--- config.mk ---
export PLATFORM = sky130hd
export DESIGN_NAME = telnet_iac_stream_filter_unit
export DESIGN_NICKNAME = d
export VERILOG_FILES = /design/src/rtl/tisf_pkg.sv /design/src/rtl/telnet_iac_stream_filter_unit.sv
export VERILOG_INCLUDE_DIRS = /design/src /design/src/rtl
export SDC_FILE = /design/constraint.sdc
export NUM_CORES = 1
export LEC_CHECK = 0
export BUFFER_PORTS_ARGS = -buffer_cell sky130_fd_sc_hd__buf_4
export CORE_ASPECT_RATIO = 1.2
export CORE_MARGIN = 2
export CORE_UTILIZATION = 48
export DETAILED_ROUTE_END_ITERATION = 10
export PLACE_DENSITY = 0.73
export SKIP_CTS_REPAIR_TIMING = 1
export SYNTH_ARGS = -nofsm -noshare
export SYNTH_HDL_FRONTEND = slang
export SYNTH_SLANG_ARGS = --single-unit
export TNS_END_PERCENT = 5
--- constraint.sdc ---
create_clock -name clk -period 2.3 [get_ports clk]
set_clock_uncertainty 0.2 [all_clocks]
set_input_delay 0.345 -clock clk [delete_from_list [all_inputs] [get_ports clk]]
set_output_delay 0.345 -clock clk [all_outputs]
set_load 0.03 [all_outputs]
--- src/rtl/telnet_iac_stream_filter_unit_defines.svh ---
// Assertion macros for the Telnet IAC stream filter.
// Used by telnet_iac_stream_filter_unit.sv; expect clk and rst_n in scope.
`ifndef TELNET_IAC_STREAM_FILTER_UNIT_DEFINES_SVH
`define TELNET_IAC_STREAM_FILTER_UNIT_DEFINES_SVH

// Same-cycle implication, disabled while reset is asserted.
`define TISF_ASSERT_NOW(label, ante, cons, msg) \
    label: assert property (@(posedge clk) disable iff (!rst_n) (ante) |-> (cons)) \
        else $error(msg);

// Next-cycle implication, disabled while reset is asserted.
`define TISF_ASSERT_NEXT(label, ante, cons, msg) \
    label: assert property (@(posedge clk) disable iff (!rst_n) (ante) |=> (cons)) \
        else $error(msg);

`endif

--- src/rtl/tisf_pkg.sv ---
// Package for the Telnet IAC stream filter: protocol byte codes, skip lengths
// and the parser mode type. No dependencies.
`timescale 1ns / 1ps
`default_nettype none

package tisf_pkg;

    localparam logic [7:0] BYTE_IAC = 8'd255;
    localparam logic [7:0] BYTE_SB  = 8'd250;
    localparam logic [7:0] OPT_NAWS = 8'd31;
    localparam logic [7:0] BYTE_NOP = 8'hf1;

    localparam int unsigned LEN_CMD     = 2;
    localparam int unsigned LEN_CMD_OPT = 3;
    localparam int unsigned LEN_NAWS    = 9;

    localparam int unsigned SKIP_W = 3;

    // Bytes still to drop once the command byte (or NAWS option) is seen.
    localparam logic [SKIP_W-1:0] SKIP_CMD_OPT = SKIP_W'(LEN_CMD_OPT - LEN_CMD);
    localparam logic [SKIP_W-1:0] SKIP_NAWS    = SKIP_W'(LEN_NAWS - LEN_CMD_OPT);

    typedef enum logic [1:0] {
        MODE_NORMAL = 2'd0,
        MODE_IAC    = 2'd1,
        MODE_SB     = 2'd2,
        MODE_SKIP   = 2'd3
    } mode_t;

endpackage

`default_nettype wire

--- src/rtl/telnet_iac_stream_filter_unit.sv ---
// Telnet IAC stream filter top level: input register, parser, result register.
// Depends on tisf_pkg and telnet_iac_stream_filter_unit_defines.svh.
//
//  channel | handshake          | payload                          | dir
//  --------+--------------------+----------------------------------+-----
//  input   | in_valid/in_ready  | data_byte[7:0], chunk_last       | in
//  result  | out_valid/out_ready| out_byte[7:0], byte_valid,       | out
//          |                    | chunk_end                        |
//
// One byte per clock unless a byte with a result waits on a stalled result
// register. Each result passes the input register, then the result register.
// Parser mode and skip count advance when the input register hands its byte on;
// dropped bytes retire without touching the result side, even under a stall.
// A new byte is accepted in the same cycle as the result register frees.
// Reset clears the parser to normal mode and empties both registers.
`timescale 1ns / 1ps
`default_nettype none

`include "telnet_iac_stream_filter_unit_defines.svh"

module telnet_iac_stream_filter_unit (
    input  wire logic       clk,
    input  wire logic       rst_n,
    input  wire logic       in_valid,
    output logic            in_ready,
    input  wire logic [7:0] data_byte,
    input  wire logic       chunk_last,
    output logic            out_valid,
    input  wire logic       out_ready,
    output logic [7:0]      out_byte,
    output logic            byte_valid,
    output logic            chunk_end
);

    // Input register.
    logic       s1_valid_reg;
    logic [7:0] s1_byte_reg;
    logic       s1_last_reg;

    // Parser state.
    tisf_pkg::mode_t                 mode_reg, mode_next, mode_calc;
    logic [tisf_pkg::SKIP_W-1:0]     skip_reg, skip_next, skip_calc;

    // Result register.
    logic       out_valid_reg;
    logic [7:0] out_byte_reg;
    logic       byte_valid_reg;
    logic       chunk_end_reg;

    logic       emit;
    logic       has_result;
    logic       out_load;
    logic       s1_fire;

    // Handshake: a byte leaves the input register when it makes no result,
    // or when the result register is empty or being drained this cycle.
    assign has_result = emit | s1_last_reg;
    assign out_load   = ~out_valid_reg | out_ready;
    assign s1_fire    = s1_valid_reg & (~has_result | out_load);
    assign in_ready   = ~s1_valid_reg | s1_fire;

    always_ff @(posedge clk or negedge rst_n)
    begin
        if (!rst_n)
        begin
            s1_valid_reg <= 1'b0;
        end
        else if (in_ready)
        begin
            s1_valid_reg <= in_valid;
        end
    end

    always_ff @(posedge clk)
    begin
        if (in_ready && in_valid)
        begin
            s1_byte_reg <= data_byte;
            s1_last_reg <= chunk_last;
        end
    end

    // Parser state register.
    always_ff @(posedge clk or negedge rst_n)
    begin
        if (!rst_n)
        begin
            mode_reg <= tisf_pkg::MODE_NORMAL;
            skip_reg <= '0;
        end
        else
        begin
            mode_reg <= mode_next;
            skip_reg <= skip_next;
        end
    end

    // Next parser state and emit decision for the byte in the input register.
    always_comb
    begin
        mode_calc = mode_reg;
        skip_calc = skip_reg;
        emit      = 1'b0;
        case (mode_reg)
            tisf_pkg::MODE_NORMAL:
            begin
                if (s1_byte_reg != tisf_pkg::BYTE_IAC)
                begin
                    emit = 1'b1;
                end
                else
                begin
                    mode_calc = tisf_pkg::MODE_IAC;
                end
            end
            tisf_pkg::MODE_IAC:
            begin
                if (s1_byte_reg == tisf_pkg::BYTE_NOP || s1_last_reg)
                begin
                    mode_calc = tisf_pkg::MODE_NORMAL;
                end
                else if (s1_byte_reg == tisf_pkg::BYTE_IAC)
                begin
                    // escaped 0xFF: the byte itself is the data
                    emit      = 1'b1;
                    mode_calc = tisf_pkg::MODE_NORMAL;
                end
                else if (s1_byte_reg == tisf_pkg::BYTE_SB)
                begin
                    mode_calc = tisf_pkg::MODE_SB;
                end
                else
                begin
                    mode_calc = tisf_pkg::MODE_SKIP;
                    skip_calc = tisf_pkg::SKIP_CMD_OPT;
                end
            end
            tisf_pkg::MODE_SB:
            begin
                if (s1_byte_reg == tisf_pkg::OPT_NAWS)
                begin
                    mode_calc = tisf_pkg::MODE_SKIP;
                    skip_calc = tisf_pkg::SKIP_NAWS;
                end
                else
                begin
                    mode_calc = tisf_pkg::MODE_NORMAL;
                end
            end
            tisf_pkg::MODE_SKIP:
            begin
                // count at one or zero: this is the final dropped byte
                if (skip_reg <= tisf_pkg::SKIP_W'(1))
                begin
                    skip_calc = '0;
                    mode_calc = tisf_pkg::MODE_NORMAL;
                end
                else
                begin
                    skip_calc = skip_reg - tisf_pkg::SKIP_W'(1);
                end
            end
            default:
            begin
                mode_calc = tisf_pkg::MODE_NORMAL;
                skip_calc = '0;
            end
        endcase

        // chunk end always returns the parser to normal
        if (s1_last_reg)
        begin
            mode_calc = tisf_pkg::MODE_NORMAL;
            skip_calc = '0;
        end

        mode_next = s1_fire ? mode_calc : mode_reg;
        skip_next = s1_fire ? skip_calc : skip_reg;
    end

    // Result register.
    always_ff @(posedge clk or negedge rst_n)
    begin
        if (!rst_n)
        begin
            out_valid_reg <= 1'b0;
        end
        else if (s1_fire && has_result)
        begin
            out_valid_reg <= 1'b1;
        end
        else if (out_ready)
        begin
            out_valid_reg <= 1'b0;
        end
    end

    always_ff @(posedge clk)
    begin
        if (s1_fire && has_result)
        begin
            out_byte_reg   <= emit ? s1_byte_reg : 8'd0;
            byte_valid_reg <= emit;
            chunk_end_reg  <= s1_last_reg;
        end
    end

    assign out_valid  = out_valid_reg;
    assign out_byte   = out_byte_reg;
    assign byte_valid = byte_valid_reg;
    assign chunk_end  = chunk_end_reg;

    // A result without a data byte only comes from a chunk end.
    `TISF_ASSERT_NOW(a_empty_result_is_chunk_end, out_valid_reg && !byte_valid_reg,
        chunk_end_reg, "result without data byte lacks chunk end")

    // Empty result carries a zero byte.
    `TISF_ASSERT_NOW(a_empty_result_zero_byte, out_valid_reg && !byte_valid_reg,
        out_byte_reg == 8'd0, "empty result has nonzero byte")

    // Skip count is nonzero exactly while skipping.
    `TISF_ASSERT_NOW(a_skip_count_matches_mode, 1'b1,
        (mode_reg == tisf_pkg::MODE_SKIP) == (skip_reg != '0),
        "skip count inconsistent with parser mode")

    // Parser is back in normal mode after a chunk's last byte retires.
    `TISF_ASSERT_NEXT(a_chunk_end_resets_parser, s1_fire && s1_last_reg,
        mode_reg == tisf_pkg::MODE_NORMAL && skip_reg == '0,
        "parser not reset at chunk end")

endmodule

`default_nettype wire
# After elaboration in Yosys (flattened, before gate mapping)

Cells that the tools add are included.

Bits of input ports: 13
Word-level logic and storage cells: 62
Flip-flop bits (word level): 26
Output and inout bits: 12

Add/sub/neg operators: 1
Equality and inequality tests: 14
Muxes and demuxes: 21
Reduce and logical (&&, ||, !) cells: 8
Bitwise gates (word level): 8
Magnitude comparators: 1

Operators with widths:

| operator            | number |
|---|---|
| $eq 8x8->1 const B  | 3 |
| $mux 3              | 6 |
| $ne 3x3->1 const B  | 6 |
| $mux 2              | 6 |
| $pmux 3 s3          | 1 |
| $eq 8x5->1 const B  | 1 |
| $ne 8x8->1 const B  | 1 |
| $pmux 2 s4          | 1 |
| $mux 1              | 6 |
| $reduce_and 6->1    | 1 |
| $eq 2x2->1 const B  | 2 |
| $or 1x1->1          | 4 |
| $reduce_bool 4->1   | 1 |
| $le 3x1->1 const B  | 1 |
| $not 1->1           | 3 |
| $reduce_and 3->1    | 1 |
| $sub 3x1->3 const B | 1 |
| $eq 2x1->1 const B  | 1 |
| $logic_and 1x1->1   | 2 |
| $logic_not 2->1     | 1 |
| $pmux 1 s2          | 1 |
| $reduce_bool 2->1   | 1 |
| $and 1x1->1         | 1 |
| $logic_or 1x1->1    | 1 |

# Depth between registers and ports, before layout

Depth after elaboration: 10
Depth in mapped cells: 7
Depth with buffers taken out: 7

# Worst setup path before layout

OpenSTA, ideal clock, no wires.

Path type: register -> register
From: reg s1_byte_reg[2]
To: reg s1_byte_reg[0], enable pin
Required time: 1.725 ns
Buffers on the path: 1
Setup slack: 0.002 ns
Stages on the path, launching flop included: 7
Data arrival time: 1.723 ns
Clock period less this slack: 2.298 ns
Setup time: 0.375 ns
Cells stage by stage: edfxtp_1 > and4_1 > buf_4 > a21oi_4 > nor3_4 > o211a_1 > nor2b_1

Cells in the longest elaborated chain, start to end: 10
Elaborated cells on any way between the ends: 14
Those cells by class: eq/ne (3); mux (4); bitwise (5); reduce/logical (2)

Ends and longest elaborated chain:

| item                                              | RTL line                                                                   | text |
|---|---|---|
| start: declaration                                | telnet_iac_stream_filter_unit.sv:37                                        | `logic [7:0] s1_byte_reg;` |
| start signal: assignment                          | telnet_iac_stream_filter_unit.sv:78                                        | `s1_byte_reg <= data_byte;` |
| $eq 8x8->1 (on tied branches)                     | telnet_iac_stream_filter_unit.sv:122, telnet_iac_stream_filter_unit.sv:118 |  |
| $mux 1 / $logic_or 1x1->1 (equally long branches) | telnet_iac_stream_filter_unit.sv:122, telnet_iac_stream_filter_unit.sv:118 |  |
| $mux 1                                            | telnet_iac_stream_filter_unit.sv:118                                       | `if (s1_byte_reg == tisf_pkg::BYTE_NOP \|\| s1_last_reg)` |
| $pmux 1 s2 *                                      | telnet_iac_stream_filter_unit.sv:104                                       | `case (mode_reg)` |
| named net emit                                    | telnet_iac_stream_filter_unit.sv:50                                        | `logic emit;` |
| $or 1x1->1 *                                      | telnet_iac_stream_filter_unit.sv:57                                        | `assign has_result = emit \| s1_last_reg;` |
| $not 1->1 *                                       | telnet_iac_stream_filter_unit.sv:59                                        | `assign s1_fire = s1_valid_reg & (~has_result \| out_load);` |
| $or 1x1->1 *                                      | telnet_iac_stream_filter_unit.sv:59                                        |  |
| $and 1x1->1 *                                     | telnet_iac_stream_filter_unit.sv:59                                        |  |
| $or 1x1->1 *                                      | telnet_iac_stream_filter_unit.sv:60                                        | `assign in_ready = ~s1_valid_reg \| s1_fire;` |
| $logic_and 1x1->1 *                               | telnet_iac_stream_filter_unit.sv:76                                        | `if (in_ready && in_valid)` |

The timed path passes the listed nets; every way through them passes the cells marked *.
A chain may end at the register's enable or synchronous reset.

# Worst setup path after layout

From: reg s1_byte_reg[1]
To: out in_ready

Cells in the longest elaborated chain, start to end: 9
Elaborated cells on any way between the ends: 13
Those cells by class: eq/ne (3); mux (4); bitwise (5); reduce/logical (1)

Ends and longest elaborated chain:

| item                                              | RTL line                                                                   | text |
|---|---|---|
| $eq 8x8->1 (on tied branches)                     | telnet_iac_stream_filter_unit.sv:122, telnet_iac_stream_filter_unit.sv:118 |  |
| $mux 1 / $logic_or 1x1->1 (equally long branches) | telnet_iac_stream_filter_unit.sv:122, telnet_iac_stream_filter_unit.sv:118 |  |
| $mux 1                                            | telnet_iac_stream_filter_unit.sv:118                                       |  |
| $pmux 1 s2 *                                      | telnet_iac_stream_filter_unit.sv:104                                       |  |
| named net emit                                    | telnet_iac_stream_filter_unit.sv:50                                        |  |
| $or 1x1->1 *                                      | telnet_iac_stream_filter_unit.sv:57                                        |  |
| $not 1->1 *                                       | telnet_iac_stream_filter_unit.sv:59                                        |  |
| $or 1x1->1 *                                      | telnet_iac_stream_filter_unit.sv:59                                        |  |
| $and 1x1->1 *                                     | telnet_iac_stream_filter_unit.sv:59                                        |  |
| $or 1x1->1 *                                      | telnet_iac_stream_filter_unit.sv:60                                        |  |
| end: declaration                                  | telnet_iac_stream_filter_unit.sv:25                                        | `output logic in_ready,` |

Marks and branches as above.

==> flow_metrics.py <==
metrics = {
    "timing": {
        "period_minus_slack_ns": 2.38,
        "fin_ws_ns": -0.0832,
        "whs_ns": 0.141,
        "final.period_utilization": 1.04,
        "finalSetupTns_ns": -0.0832,
        "hold_viol": 0,
        "worstMarginPinSlew_ns": 0.461,
        "report.final.slew_viol_count": 0,
        "slew_headroom": 0.692,
        "fmax_mhz": 420,
        "rsz0062_at_grt": "true",
        "finalSetupViolCount": 1,
    },
    "logic_synthesis": {
        "synth_seq_cells": 26,
        "synth_largest_type_area_fraction": 0.427,
        "post-synth-top-count-cell": "edfxtp_1",
        "netlist_instances": 109,
        "synthArstFlopShare": 0.269,
        "syn_nets": 124,
        "synth_area_per_cell_um2": 12.2,
        "synth_edf_count": 19,
        "ys_top_cells_by_count": "19 x edfxtp_1, 8 x inv_1, 7 x and2_1, 7 x dfrtp_1, 6 x o21ai_0",
        "synth.area.top_cells": "edfxtp_1 43%, dfrtp_1 13%, and2_1 3.3%, nor3_4 2.4%, o21ai_0 2.2%",
        "synth_ff_type": "edfxtp_1",
        "yosys.area.top_type": "edfxtp_1",
        "synth_cell_type_count": 45,
        "synth.cell_area_mm2": 0.00134,
        "yosysWarnings": 0,
        "yosysSeqAreaShare": 0.559,
    },
    "clock_network": {
        "numClockSinks": 26,
        "clock_latency_ns": 0.33,
        "cts_tree": "built",
        "cts_buffer_depth": 2,
        "clk_pin_slew_ns": 0.14,
        "htree_num_levels": 1,
        "root_buffer": "clkbuf_4",
        "cts_inserted_buffers": 3,
    },
    "place": {
        "dpl-instance-area_mm2": 0.00157,
        "dp_hpwl_um": 1950,
        "gp_congestion": 0.810,
        "portBuffers": 24,
        "pre_cts_slack_ns": 0.0924,
    },
    "setup_path": {
        "crit_type": "register to output pin",
        "worstPathRequired_ns": 1.75,
        "crit_path_end_kind": "output pin",
        "cp_data_arrival_time_ns": 1.84,
        "ff2ff_path_depth": 6,
        "r2r_slack_ns": 0.16,
        "cp-start-kind": "register",
        "r2r_end": "skip_reg[2]",
        "reg2reg_from": "s1_byte_reg[5]",
        "path_max_fanout": 7,
    },
    "pwr": {
        "switchingPower_uw": 676,
        "swShare": 0.369,
        "power_frac_clock": 0.172,
        "p_seq_frac": 0.404,
        "p_comb_frac": 0.424,
        "pwr_density_cell_mw_per_mm2": 1000,
        "leakagePower_uw": 0.000721,
        "max-vdd-ir-drop_uv": 720,
        "cell_internal_pwr_uw": 1160,
    },
    "final_layout": {
        "area_delta_synth_final_pct": 37.1,
        "final_area_mm2": 0.00183,
        "final_util": 0.703,
        "fin_nets": 176,
        "n_fill_cell": 184,
        "seq_area_um2": 747,
        "multiInputGateArea_um2": 553,
        "drive_above_1_share": 0.363,
        "diodes": 0,
    },
    "route": {
        "initialDrtViolationCount": 55,
        "dr.pass1.iters": 4,
        "drcViolationCount": 0,
        "ant_nets": 0,
        "num_vias": 1095,
        "routed_wl_um": 2990,
        "viasPerCell": 5.67,
        "wl_per_cell_um": 15.5,
    },
    "hold_path": {
        "hp-class": "input port to async pin",
    },
    "global_routing": {
        "grt_pass1_wl_um": 4170,
        "overflow": 0,
        "antenna_found_initial": 0,
        "grt_pass1_vias": 940,
        "grt.total_usage": 0.181,
        "grt_max_degree": 16,
    },
    "floorplan": {
        "die_w_um": 52.1,
        "coreArea_mm2": 0.00260,
        "num_rows": 20,
        "start_util": 0.513,
        "ios": 25,
        "die_y_um": 61.8,
        "die-area_mm2": 0.00322,
    },
    "status": {
        "violations": "negative setup slack",
        "status": "finished with violations",
    },
    "flow_run": {
        "cap_viol_max_count": 0,
    },
}
power groups by stage:
stage	sequential, uW	clock (uW)	combinational (uW)
6_report	741	315	779
5_1_grt	750	343	840
4_1_cts	739	321	699
3_5_place_dp	749	0	696
3_3_place_gp	742	0	680
2_1_floorplan	849	0	368
critical path, cell delays in order, from the launching register on:
cell,delay [ns]
edfxtp_1,0.49
and4_4,0.28
a21oi_4,0.07
nor3_4,0.26
o211a_1,0.23
inv_2,0.04
buf_6,0.13
how the worst max path moves through the flow:
stage | startpoint | endpoint | slack, ns | depth (start not counted)
final | s1_byte_reg[1] | in_ready | -0.08 | 6
after global routing | s1_byte_reg[1] | in_ready | -0.20 | 6
after CTS | s1_byte_reg[3] | in_ready | -0.30 | 6
after detailed placement | s1_byte_reg[3] | in_ready | 0.09 | 6
after global placement | s1_byte_reg[2] | in_ready | 0.18 | 6
after floorplan | s1_byte_reg[2] | s1_byte_reg[0] | 0.002 | 6
cells by family after synthesis:
| family | after synthesis | share of synthesized area |
|---|---|---|
| and+or+nand+nor | 41 | 0.210 |
| AOI/OAI and AO/OA | 27 | 0.163 |
| DFF | 26 | 0.559 |
| buffers and inverters | 11 | 0.0356 |
| adders and majority gates | 2 | 0.0187 |
| xor gates and xnor gates | 1 | 0.00656 |
| muxes | 1 | 0.00750 |
placed cells by master, fill, tap and decap left out, types with 4 or more instances in the layout:
cell / n
dfrtp_1: 6
o21ai_0: 6
dlygate4sd3_1: 11
and2_1: 7
edfxtp_1: 19
nor2_1: 5
buf_4: 38
nand3_1: 4
inv_1: 6
metal layers:
layer,GRT usage,up-vias,share of wire
met5,0,-,0
met4,0.0952,0,0.017
met3,0.0311,6,0.040
met2,0.293,44,0.54
met1,0.237,524,0.41
li1,-,521,-
per-stage QoR:
stage	total power (uW)	std cells
floorplan	1220	109
detailed placement	1450	167
finish	1830	193
CTS	1760	171
global placement	1420	167
global route	1930	193
layout make-up:
| class | count | area share |
|---|---|---|
| clock buffer | 3 | 0.0123 |
| clock inverter | 1 | 0.0164 |
| inverter | 8 | 0.0164 |
| multi-input combinational | 72 | 0.302 |
| sequential | 26 | 0.408 |
| tap | 33 | 0.0226 |
| timing repair buffer | 50 | 0.222 |
(Power assumes the default switching activity.)
